## src/hw/rtl/atl_pkg.sv

```systemverilog
package atl_pkg;

    localparam int PACKET_BYTES_DEF = 48;
    localparam int RX_BUFFER_BYTES_DEF = 100;
    localparam int WINDOW_LEN = 12;
    localparam int NUM_TEXTS = 6;

    localparam logic [1:0] FUNC_BYTE  = 2'd0;
    localparam logic [1:0] FUNC_TICK  = 2'd1;
    localparam logic [1:0] FUNC_CLEAN = 2'd2;
    localparam logic [1:0] FUNC_CLEAR = 2'd3;

    localparam logic [2:0] KIND_STATUS = 3'd0;
    localparam logic [2:0] KIND_PACKET = 3'd1;
    localparam logic [2:0] KIND_DENS   = 3'd2;
    localparam logic [2:0] KIND_READ   = 3'd3;
    localparam logic [2:0] KIND_CMD    = 3'd4;

    localparam logic [2:0] CMD_NONE   = 3'd0;
    localparam logic [2:0] CMD_ENTER  = 3'd1;
    localparam logic [2:0] CMD_STOFF  = 3'd2;
    localparam logic [2:0] CMD_QSTAT  = 3'd3;
    localparam logic [2:0] CMD_QNAME  = 3'd4;
    localparam logic [2:0] CMD_SNAME  = 3'd5;
    localparam logic [2:0] CMD_EXIT   = 3'd6;

    localparam logic [3:0] STEP_DONE  = 4'd13;
    localparam logic [3:0] STEP_RESET = 4'd14;

    localparam int TXT_OK = 0;
    localparam int TXT_ERROR = 1;
    localparam int TXT_NAME = 2;
    localparam int TXT_STAT0 = 3;
    localparam int TXT_CONN = 4;
    localparam int TXT_DEVERR = 5;

    typedef enum logic [1:0] {
        ST_IDLE,
        ST_EXEC,
        ST_SINGLE,
        ST_RUN
    } state_t;

    // Command from the controller to the datapath.
    typedef struct packed {
        logic exec;      // apply the held item
        logic run_start; // reset the run read index
        logic run_step;  // advance the run read index
    } dp_cmd_t;

    typedef struct packed {
        logic run_item;  // executed item produces a packet run
        logic run_final; // read index is at the final packet byte
    } dp_status_t;

    function automatic logic [7:0] text_len(input int t);
        case (t)
            0: text_len = 8'd4;
            1: text_len = 8'd7;
            2: text_len = 8'd8;
            3: text_len = 8'd11;
            4: text_len = 8'd9;
            default: text_len = 8'd12;
        endcase
    endfunction

    // Text character i (left aligned).
    function automatic logic [7:0] text_chr(input int t, input int i);
        logic [95:0] s;
        s = '0;
        case (t)
            0: s = {8'h4F, 8'h4B, 8'h0D, 8'h0A, 64'h0};
            1: s = {"ERROR", 8'h0D, 8'h0A, 40'h0};
            2: s = {8'h52, 8'h46, 8'h2D, 8'h43, 8'h52, 8'h41, 8'h5A, 8'h59, 32'h0};
            3: s = {"AT+STATUS=0", 8'h0};
            4: s = {"CONNECTED", 24'h0};
            default: s = "DEVICE ERROR";
        endcase
        text_chr = s[95 - 8 * i -: 8];
    endfunction

endpackage

```

## src/hw/rtl/atl_ctrl.sv

```systemverilog
module atl_ctrl
    import atl_pkg::*;
(
    input  logic       aclk,
    input  logic       aresetn,
    input  logic       s_tvalid,
    output logic       s_tready,
    output logic       m_tvalid,
    input  logic       m_tready,
    output logic       load,
    output dp_cmd_t    cmd,
    input  dp_status_t status
);

    state_t state_reg, state_next;

    always_ff @(posedge aclk) begin
        if (!aresetn) begin
            state_reg <= ST_IDLE;
        end else begin
            state_reg <= state_next;
        end
    end

    always_comb begin
        state_next = state_reg;
        s_tready = 1'b0;
        m_tvalid = 1'b0;
        load = 1'b0;
        cmd = '0;
        case (state_reg)
            ST_IDLE: begin
                s_tready = 1'b1;
                if (s_tvalid) begin
                    load = 1'b1;
                    state_next = ST_EXEC;
                end
            end
            ST_EXEC: begin
                cmd.exec = 1'b1;
                cmd.run_start = 1'b1;
                state_next = status.run_item ? ST_RUN : ST_SINGLE;
            end
            ST_SINGLE: begin
                m_tvalid = 1'b1;
                if (m_tready) begin
                    state_next = ST_IDLE;
                end
            end
            ST_RUN: begin
                m_tvalid = 1'b1;
                if (m_tready) begin
                    cmd.run_step = 1'b1;
                    if (status.run_final) begin
                        state_next = ST_IDLE;
                    end
                end
            end
            default: state_next = ST_IDLE;
        endcase
    end

endmodule

```

## src/hw/rtl/atl_datapath.sv

```systemverilog
module atl_datapath
    import atl_pkg::*;
#(
    parameter int PACKET_BYTES = PACKET_BYTES_DEF,
    parameter int RX_BUFFER_BYTES = RX_BUFFER_BYTES_DEF
) (
    input  logic        aclk,
    input  logic        aresetn,
    input  logic        load,
    input  logic [1:0]  in_func,
    input  logic [7:0]  in_byte,
    input  dp_cmd_t     cmd,
    output dp_status_t  status,
    output logic [2:0]  kind,
    output logic [7:0]  data_byte,
    output logic        last,
    output logic [2:0]  at_command,
    output logic [6:0]  heat_density,
    output logic [3:0]  setup_step,
    output logic [31:0] packet_count,
    output logic        clean_pending,
    output logic        reboot_needed,
    output logic        setup_done
);

    localparam int IW = $clog2(RX_BUFFER_BYTES + 1);
    localparam int PW = $clog2(PACKET_BYTES);

    logic [1:0]  func_reg;
    logic [7:0]  byte_reg;
    logic [3:0]  step_reg, step_next;
    logic [IW-1:0] idx_reg, idx_next;
    logic [7:0]  win_reg [WINDOW_LEN];
    logic [7:0]  win_next [WINDOW_LEN];
    logic [NUM_TEXTS-1:0] seen_reg, seen_next;
    logic        zero_reg, zero_next;
    logic        clean_reg, clean_next;
    logic        reboot_reg, reboot_next;
    logic [31:0] count_reg, count_next;
    logic [7:0]  store [PACKET_BYTES];
    logic [7:0]  head_reg [4];
    logic [2:0]  kind_reg, kind_next;
    logic [2:0]  atc_reg, atc_next;
    logic [6:0]  dens_reg, dens_next;
    logic [PW-1:0] ridx_reg;
    logic [7:0]  rdata_reg;
    logic        run_next;
    logic        wr_en;
    logic [NUM_TEXTS-1:0] hit;
    logic        blocked;
    logic        clr;
    logic        all_a5, all_a6;

    always_ff @(posedge aclk) begin
        if (load) begin
            func_reg <= in_func;
            byte_reg <= in_byte;
        end
        if (wr_en) begin
            store[idx_reg[PW-1:0]] <= byte_reg;
            if (idx_reg < IW'(4)) begin
                head_reg[idx_reg[1:0]] <= byte_reg;
            end
        end
        if (cmd.run_start) begin
            ridx_reg <= '0;
            rdata_reg <= store[0];
        end else if (cmd.run_step) begin
            ridx_reg <= ridx_reg + PW'(1);
            rdata_reg <= store[(ridx_reg == PW'(PACKET_BYTES - 1)) ? '0 : ridx_reg + PW'(1)];
        end
    end

    assign wr_en = cmd.exec && func_reg == FUNC_BYTE && step_reg == STEP_DONE
                   && idx_reg < IW'(PACKET_BYTES);

    // Window after shifting in the held byte, and text matching.
    always_comb begin
        for (int i = 0; i < WINDOW_LEN - 1; i++) begin
            win_next[i] = win_reg[i + 1];
        end
        win_next[WINDOW_LEN - 1] = byte_reg;
        blocked = zero_reg || byte_reg == 8'h00;
        for (int t = 0; t < NUM_TEXTS; t++) begin
            hit[t] = 1'b1;
            for (int i = 0; i < WINDOW_LEN; i++) begin
                if (i < int'(text_len(t)) &&
                    win_next[WINDOW_LEN - int'(text_len(t)) + i] != text_chr(t, i)) begin
                    hit[t] = 1'b0;
                end
            end
        end
    end

    always_comb begin
        // First four bytes of the current packet; the fifth is the held byte.
        all_a5 = 1'b1;
        all_a6 = 1'b1;
        for (int k = 0; k < 4; k++) begin
            if (head_reg[k] != 8'hA5) all_a5 = 1'b0;
            if (head_reg[k] != 8'hA6) all_a6 = 1'b0;
        end
    end

    always_comb begin
        logic [NUM_TEXTS-1:0] s;
        logic [IW-1:0] ni;
        step_next = step_reg;
        idx_next = idx_reg;
        seen_next = seen_reg;
        zero_next = zero_reg;
        clean_next = clean_reg;
        reboot_next = reboot_reg;
        count_next = count_reg;
        kind_next = KIND_STATUS;
        atc_next = CMD_NONE;
        dens_next = '0;
        run_next = 1'b0;
        clr = 1'b0;
        s = blocked ? seen_reg : (seen_reg | hit);
        ni = idx_reg + IW'(1);
        case (func_reg)
            FUNC_TICK: begin
                kind_next = KIND_CMD;
                case (step_reg)
                    4'd0, 4'd1: begin step_next = 4'd1; atc_next = CMD_ENTER; end
                    4'd2, 4'd3: begin step_next = 4'd3; atc_next = CMD_STOFF; end
                    4'd4, 4'd5: begin step_next = 4'd5; atc_next = CMD_QSTAT; end
                    4'd6, 4'd7: begin step_next = 4'd7; atc_next = CMD_QNAME; end
                    4'd8, 4'd10: begin
                        step_next = 4'd10;
                        atc_next = CMD_SNAME;
                        reboot_next = 1'b1;
                    end
                    4'd9, 4'd11, 4'd12: begin step_next = 4'd12; atc_next = CMD_EXIT; end
                    STEP_RESET: atc_next = CMD_EXIT;
                    default: kind_next = KIND_STATUS;
                endcase
            end
            FUNC_CLEAN: begin
                if (clean_reg) begin
                    clr = 1'b1;
                    clean_next = 1'b0;
                end
            end
            FUNC_CLEAR: count_next = '0;
            default: begin
                idx_next = ni;
                zero_next = zero_reg || byte_reg == 8'h00;
                seen_next = s;
                if (step_reg != STEP_DONE) begin
                    if (s[TXT_OK]) begin
                        case (step_reg)
                            4'd1: step_next = 4'd2;
                            4'd3: step_next = 4'd4;
                            4'd7: step_next = s[TXT_NAME] ? 4'd8 : 4'd9;
                            4'd10: step_next = 4'd11;
                            4'd12: step_next = STEP_DONE;
                            STEP_RESET: step_next = 4'd0;
                            4'd5: step_next = s[TXT_STAT0] ? 4'd6 : 4'd3;
                            default: step_next = step_reg;
                        endcase
                        clr = 1'b1;
                    end else begin
                        if (s[TXT_ERROR]) step_next = STEP_RESET;
                        if (ni >= IW'(RX_BUFFER_BYTES)) idx_next = '0;
                    end
                end else begin
                    if (s[TXT_CONN] || s[TXT_DEVERR]) clean_next = 1'b1;
                    if (ni == IW'(5) && all_a5) begin
                        kind_next = KIND_DENS;
                        dens_next = (byte_reg == 8'd1) ? 7'd30 :
                                    (byte_reg == 8'd2) ? 7'd60 : 7'd100;
                        clr = 1'b1;
                    end else if (ni == IW'(5) && all_a6) begin
                        kind_next = KIND_READ;
                        clr = 1'b1;
                    end else if (ni >= IW'(PACKET_BYTES)) begin
                        kind_next = KIND_PACKET;
                        count_next = count_reg + 32'd1;
                        run_next = 1'b1;
                        clr = 1'b1;
                    end
                end
            end
        endcase
    end

    always_ff @(posedge aclk) begin
        if (!aresetn) begin
            step_reg <= '0;
            idx_reg <= '0;
            seen_reg <= '0;
            zero_reg <= 1'b0;
            clean_reg <= 1'b0;
            reboot_reg <= 1'b0;
            count_reg <= '0;
            for (int i = 0; i < WINDOW_LEN; i++) win_reg[i] <= '0;
        end else if (cmd.exec) begin
            step_reg <= step_next;
            clean_reg <= clean_next;
            reboot_reg <= reboot_next;
            count_reg <= count_next;
            if (clr) begin
                idx_reg <= '0;
                seen_reg <= '0;
                zero_reg <= 1'b0;
                for (int i = 0; i < WINDOW_LEN; i++) win_reg[i] <= '0;
            end else begin
                idx_reg <= idx_next;
                seen_reg <= seen_next;
                zero_reg <= zero_next;
                if (func_reg == FUNC_BYTE) begin
                    for (int i = 0; i < WINDOW_LEN; i++) win_reg[i] <= win_next[i];
                end
            end
        end
    end

    always_ff @(posedge aclk) begin
        if (cmd.exec) begin
            kind_reg <= kind_next;
            atc_reg <= atc_next;
            dens_reg <= dens_next;
        end
    end

    assign status.run_item = run_next;
    assign status.run_final = ridx_reg == PW'(PACKET_BYTES - 1);

    assign kind = kind_reg;
    assign data_byte = (kind_reg == KIND_PACKET) ? rdata_reg : 8'h00;
    assign last = kind_reg == KIND_PACKET && status.run_final;
    assign at_command = atc_reg;
    assign heat_density = dens_reg;
    assign setup_step = step_reg;
    assign packet_count = count_reg;
    assign clean_pending = clean_reg;
    assign reboot_needed = reboot_reg;
    assign setup_done = step_reg == STEP_DONE;

endmodule

```

## src/hw/rtl/at_link_setup_and_packet_deframer.sv

```systemverilog
// AT link setup sequencer and print-packet deframer. Each input transaction
// (func in bits 1:0 of s_tdata, received byte in bits 9:2) is taken when the
// block is idle, executed in the EXEC state and answered with one result
// transaction, or with PACKET_BYTES result transactions when a received byte
// completes a print packet; the run ends with m_tlast. A packet run reads the
// packet store one entry a cycle while m_tready is high, and a new input is
// taken only after the last result transaction is accepted.
// The packet store has no reset; only entries written since the last clear
// are ever read.
module at_link_setup_and_packet_deframer
    import atl_pkg::*;
#(
    parameter int PACKET_BYTES = PACKET_BYTES_DEF,
    parameter int RX_BUFFER_BYTES = RX_BUFFER_BYTES_DEF
) (
    input  logic        aclk,
    input  logic        aresetn,
    input  logic        s_tvalid,
    output logic        s_tready,
    input  logic [15:0] s_tdata,  // func[1:0], rx_byte[9:2]
    output logic        m_tvalid,
    input  logic        m_tready,
    output logic [63:0] m_tdata,  // kind[2:0], data_byte[10:3], at_command[13:11],
                                  // heat_density[20:14], setup_step[24:21],
                                  // packet_count[56:25], clean_pending[57],
                                  // reboot_needed[58], setup_done[59]
    output logic        m_tlast
);

    logic       load;
    dp_cmd_t    cmd;
    dp_status_t status;
    logic [2:0]  kind;
    logic [7:0]  data_byte;
    logic [2:0]  at_command;
    logic [6:0]  heat_density;
    logic [3:0]  setup_step;
    logic [31:0] packet_count;
    logic        clean_pending, reboot_needed, setup_done;

    atl_ctrl u_ctrl (
        .aclk    (aclk),
        .aresetn (aresetn),
        .s_tvalid(s_tvalid),
        .s_tready(s_tready),
        .m_tvalid(m_tvalid),
        .m_tready(m_tready),
        .load    (load),
        .cmd     (cmd),
        .status  (status)
    );

    atl_datapath #(
        .PACKET_BYTES   (PACKET_BYTES),
        .RX_BUFFER_BYTES(RX_BUFFER_BYTES)
    ) u_dp (
        .aclk         (aclk),
        .aresetn      (aresetn),
        .load         (load),
        .in_func      (s_tdata[1:0]),
        .in_byte      (s_tdata[9:2]),
        .cmd          (cmd),
        .status       (status),
        .kind         (kind),
        .data_byte    (data_byte),
        .last         (m_tlast),
        .at_command   (at_command),
        .heat_density (heat_density),
        .setup_step   (setup_step),
        .packet_count (packet_count),
        .clean_pending(clean_pending),
        .reboot_needed(reboot_needed),
        .setup_done   (setup_done)
    );

    assign m_tdata = {4'b0, setup_done, reboot_needed, clean_pending, packet_count,
                      setup_step, heat_density, at_command, data_byte, kind};

endmodule
```

## config.mk

```make
export PLATFORM = sky130hd
export DESIGN_NAME = at_link_setup_and_packet_deframer
export DESIGN_NICKNAME = d
export VERILOG_FILES = /design/src/hw/rtl/atl_pkg.sv /design/src/hw/rtl/atl_ctrl.sv /design/src/hw/rtl/atl_datapath.sv /design/src/hw/rtl/at_link_setup_and_packet_deframer.sv
export SDC_FILE = /design/constraint.sdc
export NUM_CORES = 1
export LEC_CHECK = 0
export ABC_CLOCK_PERIOD_IN_PS = 10400
export BUFFER_PORTS_ARGS = -buffer_cell sky130_fd_sc_hd__buf_2
export CAP_MARGIN = 20
export CORE_MARGIN = 4
export CORE_UTILIZATION = 35
export DETAILED_ROUTE_END_ITERATION = 8
export GPL_TIMING_DRIVEN = 0
export PLACE_DENSITY = 0.5
export SYNTH_ARGS = -nofsm -noshare
export SYNTH_HDL_FRONTEND = slang
export SYNTH_SLANG_ARGS = --single-unit
```

## constraint.sdc

```tcl
create_clock -name aclk -period 10.4 [get_ports aclk]
set_input_delay 1.56 -clock aclk [delete_from_list [all_inputs] [get_ports aclk]]
set_output_delay 1.56 -clock aclk [all_outputs]
set_load 0.05 [all_outputs]
```

Word level (Yosys, flattened, before mapping):

Memory sizes are Yosys's and may differ from the RTL's.
Cells that the tools add are included.

* register bits: 91
* RAM bits: 512
* word-level logic and storage cells: 343
* memories: 3

* add/sub/neg operators: 3
* magnitude comparators: 4
* eq/ne operators: 89
* multiplexer cells: 161
* bitwise logic cells: 29
* reductions and logical operators: 38

Memory list
* u_dp.store: words 48, width 8, rd ports 2, clocked after memory_dff 0, wr ports 1, RTL line atl_datapath.sv:40 `logic [7:0] store [PACKET_BYTES];`
* u_dp.win_reg: words 12, width 8, rd ports 11, clocked after memory_dff 0, wr ports 12, RTL line atl_datapath.sv:33 `logic [7:0] win_reg [WINDOW_LEN];`
* u_dp.head_reg: words 4, width 8, rd ports 4, clocked after memory_dff 0, wr ports 1, RTL line atl_datapath.sv:41 `logic [7:0] head_reg [4];`

Operators by type and width (number)
* inequality test 8 x 7 -> 1 bit (second input constant): 37
* two-way mux 8 bit: 27
* two-way mux 32 bit: 4
* two-way mux 1 bit: 97
* inequality test 8 bit (second input constant): 8
* case mux 32 bit (2 select lines): 1
* two-way mux 7 bit: 6
* inequality test 8 x 6 -> 1 bit (second input constant): 5
* adder 32 x 1 -> 32 bit (second input constant): 1
* equality test 4 bit (second input constant): 7
* case mux 4 bit (7 select lines): 1
* two-way mux 6 bit: 4
* bitwise OR 1 bit: 24
* case mux 4 bit (6 select lines): 1
* case mux 3 bit (6 select lines): 1
* OR reduction 2 bit: 9
* equality test 4 x 3 -> 1 bit (second input constant): 4
* two-way mux 2 bit: 8
* inequality test 8 x 4 -> 1 bit (second input constant): 2
* inequality test 2 bit (second input constant): 7
* OR reduction 14 bit: 1
* two-way mux 4 bit: 3
* AND reduction 6 bit: 2
* inequality test 9 bit (second input constant): 1
* other kinds (40): 63

Logic depth before layout (Yosys ltp):

An unclocked memory read counts as a cell.

* depth in word-level cells: 25
* depth in mapped cells: 12
* mapped depth without buffers: 9

Modules after synthesis:

A second synthesis with hierarchy kept.

* cell total of the unflattened synthesis: 1809
* area total of the unflattened synthesis: 25135.4 µm²

Modules (own cells, without submodules)
* atl_datapath: instances 1, cells each 1786, area an instance 24950.2 µm², seq. area each 17166.5 µm²
* atl_ctrl: instances 1, cells each 15, area an instance 128.9 µm², seq. area each 40.0 µm²
* at_link_setup_and_packet_deframer: instances 1, cells each 8, area an instance 56.3 µm², seq. area each 0.0 µm²

Worst setup path after synthesis:

No wires, ideal clock.

* path type: reg-to-reg
* start: reg u_dp.byte_reg[1]
* end: mem u_dp.win_reg[1][2], in the netlist u_dp.win_reg[0][10] (enable)
* setup time: 521 ps
* arrival time: 5745 ps
* required time: 9879 ps
* path slack: 4134 ps
* cell stages (with the launch flop): 7
* path through: edfxtp_1 > nand4b_1 > nor4_2 > a31oi_2 > a221oi_2 > a211oi_1 > nor2_1

RTL lines
* from (decl): RTL line atl_datapath.sv:30 `logic [7:0] byte_reg;`
* from (signal assigned): RTL line atl_datapath.sv:57 `byte_reg <= in_byte;`
* to (decl): RTL line atl_datapath.sv:33

==> qor.csv <==
metric,value,unit
post-route insts no fill,3118,
top cells by instance count after synthesis,"533 x sky130_fd_sc_hd__edfxtp_1, 220 x sky130_fd_sc_hd__nand2_1, 181 x sky130_fd_sc_hd__nor2_1, 106 x sky130_fd_sc_hd__and2_1, 82 x sky130_fd_sc_hd__nand3_1",
hold buffers post-CTS,0,
clock tree from TritonCTS,done,
Period minus WS final,4.54,ns
class of the tightest hold or removal check,reg -> reg,
floorplan die area,76300,um2
combined buffer and inverter count along the critical path,4,
netlist area before placement,25200,um2
final count of pins violating max slew,0,
DPL Wire Length,53700,um
Sink Count,593,
total of cells resized after clock tree synthesis,0,
crit-path cells,buf_16 > clkbuf_2 > nor4bb_1 > and3_1 > a31oi_2 > a221oi_2 > a211oi_1 > nor2_4 > buf_12 > buf_12,
final wirelength,75200,um
required time of the critical path,10.70,ns
sort of element at the end of the critical path,flop,
number of synthesized flops with an enable pin,533,
placeable core area,71400,um2
post-route ant nets,0,
most common cell type on the critical path,sky130_fd_sc_hd__buf_12,
Worst Clk Skew,0.0174,ns
initial antenna violation count,2,
Worst Hold End,u_dp.seen_reg[2],
"Area growth, synth to finish",16.7,%
final hold violation count,0,
number of I/O pins,87,
leading cell type by number of instances after synthesis,sky130_fd_sc_hd__edfxtp_1,
primary flip-flop cell chosen by synthesis mapping,sky130_fd_sc_hd__edfxtp_1,
max-cap violation count,0,
proportion of layout cells with a drive suffix above 1,12.5,%
Tightest Pin Transition,1.05,ns
number of port buffers,75,
maximum number of buffers from clock root to sink,3,
startpoint of the lowest-slack hold path,u_dp.seen_reg[2],
reg-to-reg critical path startpoint,u_dp.byte_reg[0],
clock-pin slew reported for the worst setup and hold paths after clock tree synthesis,0.06,ns
worst reg-to-reg path cell count,10,
H-tree lvl count,3,
fraction of synthesized cell area taken by the top area cell type,63.6,%
number of cell rows,98,
startpoint types,flop,
Peak Freq,220,MHz
flip-flop and latch count after synthesis,593,
RSZ-0062 raised after global routing,false,
first-pass iteration count of the detailed router,5,
crit-path leading delay family,simple AND/OR/NAND/NOR gates,
floorplan die height,276,um
nets@finish,2149,
"FFs w/ async S/R, synth",0,%
Synth Area per Inst,12.9,um2
horizontal die dimension,276,um
maximum vdd drop,103,uV
DR iter-0 viols,1629,
post-DR wirelength/cell,24.1,um
largest net degree at the start of global routing,33,
crit path DAT,4.84,ns
via count normalized by instance count,5.43,
top fanout value on the critical path,32,
"flip-flop count of the largest register, all copies and words added",384,
delay contributed by the slowest stage of the critical path,0.68,ns
post-route setup TNS,0,ns
slew margin rel.,29.8,%
routability cong.,0.891,
number of distinct library cells after synthesis,87,
Num CTS Buffers,66,
aggregate global routing overflow,0,
via count of the first global-routing pass,16900,
total setup buffers inserted after CTS,0,
Cell Count Post-Placement,3000,
library cell occupying the most area in the post-synthesis netlist,sky130_fd_sc_hd__edfxtp_1,
slack of the worst reg-to-reg path,5.86,ns
ant diodes,0,
standby leakage power,9.65,nW
hold path cells,2,
cell types occupying the most area after synthesis,"sky130_fd_sc_hd__edfxtp_1 64%, sky130_fd_sc_hd__dfxtp_1 4.8%, sky130_fd_sc_hd__nand2_1 3.3%",
Post-Synthesis Cells,1949,
clock latency on the worst-skew pair,0.60,ns
status,finished clean,
DR vias,16900,
clock root cell,sky130_fd_sc_hd__clkbuf_16,
cell type of the slowest stage on the worst timing path,sky130_fd_sc_hd__nor2_4,
"Period Utilization, post-route",43.7,%
initial core utilization,35.3,%
GRT Total Usage,19.3,%
global-route wire length before repair,111000,um
power per cell area,185,nW/um2
proportion of synthesized chip area in sequential cells,68.4,%
critical path class,reg -> reg,
count of synthesis-stage warnings from yosys,0,
final routed DRC violation total,0,
Crit Reg-Reg Endpoint,u_dp.win_reg[0][40],
number of failing setup endpoints in the final timing report,0,
-- layer usage --
metal  vias to the layer above  global-route usage (%)  share of wire, %  wire length [um]
li1                       7683                       -                 -                 -
met1                      8456                    26.5                43             32400
met2                       658                    31.4                47             35500
met3                       127                    3.43               6.7              5060
met4                         0                    5.63               3.0              2260
met5                         -                       0                 0                 0
-- logic make-up after synthesis --
group                      count (synthesis)  share of synthesized area (%)
xor gates and xnor gates                  32                           1.11
and+or+nand+nor                          813                           16.5
other                                      1                         0.0149
buffers and inverters                    143                           2.46
muxes                                     62                           3.34
AOI/OAI and AO/OA                        294                           7.65
adders and majority gates                 11                          0.547
DFF                                      593                           68.4
-- layout make-up --
type	count	area [um2]
Tap cell	950	1190
Buffer	114	510
Sequential cell	593	17200
Clock buffer	83	1780
Inverter	29	109
Timing Repair Buffer	97	901
Clock inverter	35	310
Multi-Input combinational cell	1217	7370
Fill cell	6669	42000
-- worst min-delay path, cell delays in order, from the launching register on --
cell	delay [ns]
sky130_fd_sc_hd__dfxtp_1	0.32
sky130_fd_sc_hd__inv_1	0.05
sky130_fd_sc_hd__a21oi_1	0.05
-- worst max-delay path by stage --
stage | startpoint | end | depth (start not counted)
after floorplan | u_dp.byte_reg[1] | u_dp.win_reg[0][10] | 6
after global placement | u_dp.byte_reg[1] | u_dp.idx_reg[1] | 7
after CTS | u_dp.byte_reg[0] | u_dp.win_reg[0][58] | 10
after detailed placement | u_dp.byte_reg[0] | u_dp.win_reg[0][66] | 10
after global routing | u_dp.byte_reg[0] | u_dp.win_reg[0][52] | 10
final | u_dp.byte_reg[0] | u_dp.win_reg[0][40] | 10
-- report_power, final --
part / switching [mW] / total (mW) / leakage [nW] / internal (mW)
Clock: 0.969 / 2.29 / 1.02 / 1.32
Sequential: 0.0352 / 2.67 / 5.38 / 2.64
Combinational: 0.340 / 0.485 / 3.26 / 0.144
Total: 1.34 / 5.44 / 9.65 / 4.10
-- layout by cell type, fill, tap and decap left out, types with 30 or more instances in the layout --
cell type | Yosys | final
sky130_fd_sc_hd__nand2_1 | 220 | 220
sky130_fd_sc_hd__dfxtp_1 | 60 | 60
sky130_fd_sc_hd__a21oi_1 | 59 | 59
sky130_fd_sc_hd__a31oi_1 | 44 | 44
sky130_fd_sc_hd__nor2_1 | 181 | 180
sky130_fd_sc_hd__mux2i_1 | 30 | 30
sky130_fd_sc_hd__clkbuf_1 | 79 | 90
sky130_fd_sc_hd__edfxtp_1 | 533 | 533
sky130_fd_sc_hd__nor3_1 | 48 | 48
sky130_fd_sc_hd__and2_1 | 106 | 106
sky130_fd_sc_hd__o21ai_0 | 79 | 79
sky130_fd_sc_hd__nand3_1 | 82 | 82
sky130_fd_sc_hd__clkbuf_16 | 0 | 67
sky130_fd_sc_hd__buf_2 | 13 | 88
-- metrics by stage --
stage	total power [mW]	util [%]	cell area, um2	worst slack (ns)	hold WS [ns]
after floorplan	2.97	-	25200	4.13	0.426
after global placement	3.18	37.5	26700	0.890	0.453
after detailed placement	3.20	38.2	27300	5.85	0.451
after CTS	5.48	41.2	29400	5.81	0.467
after global routing	5.63	41.2	29400	5.59	0.502
final	5.44	41.2	29400	5.86	0.472
(Power assumes the default switching activity.)
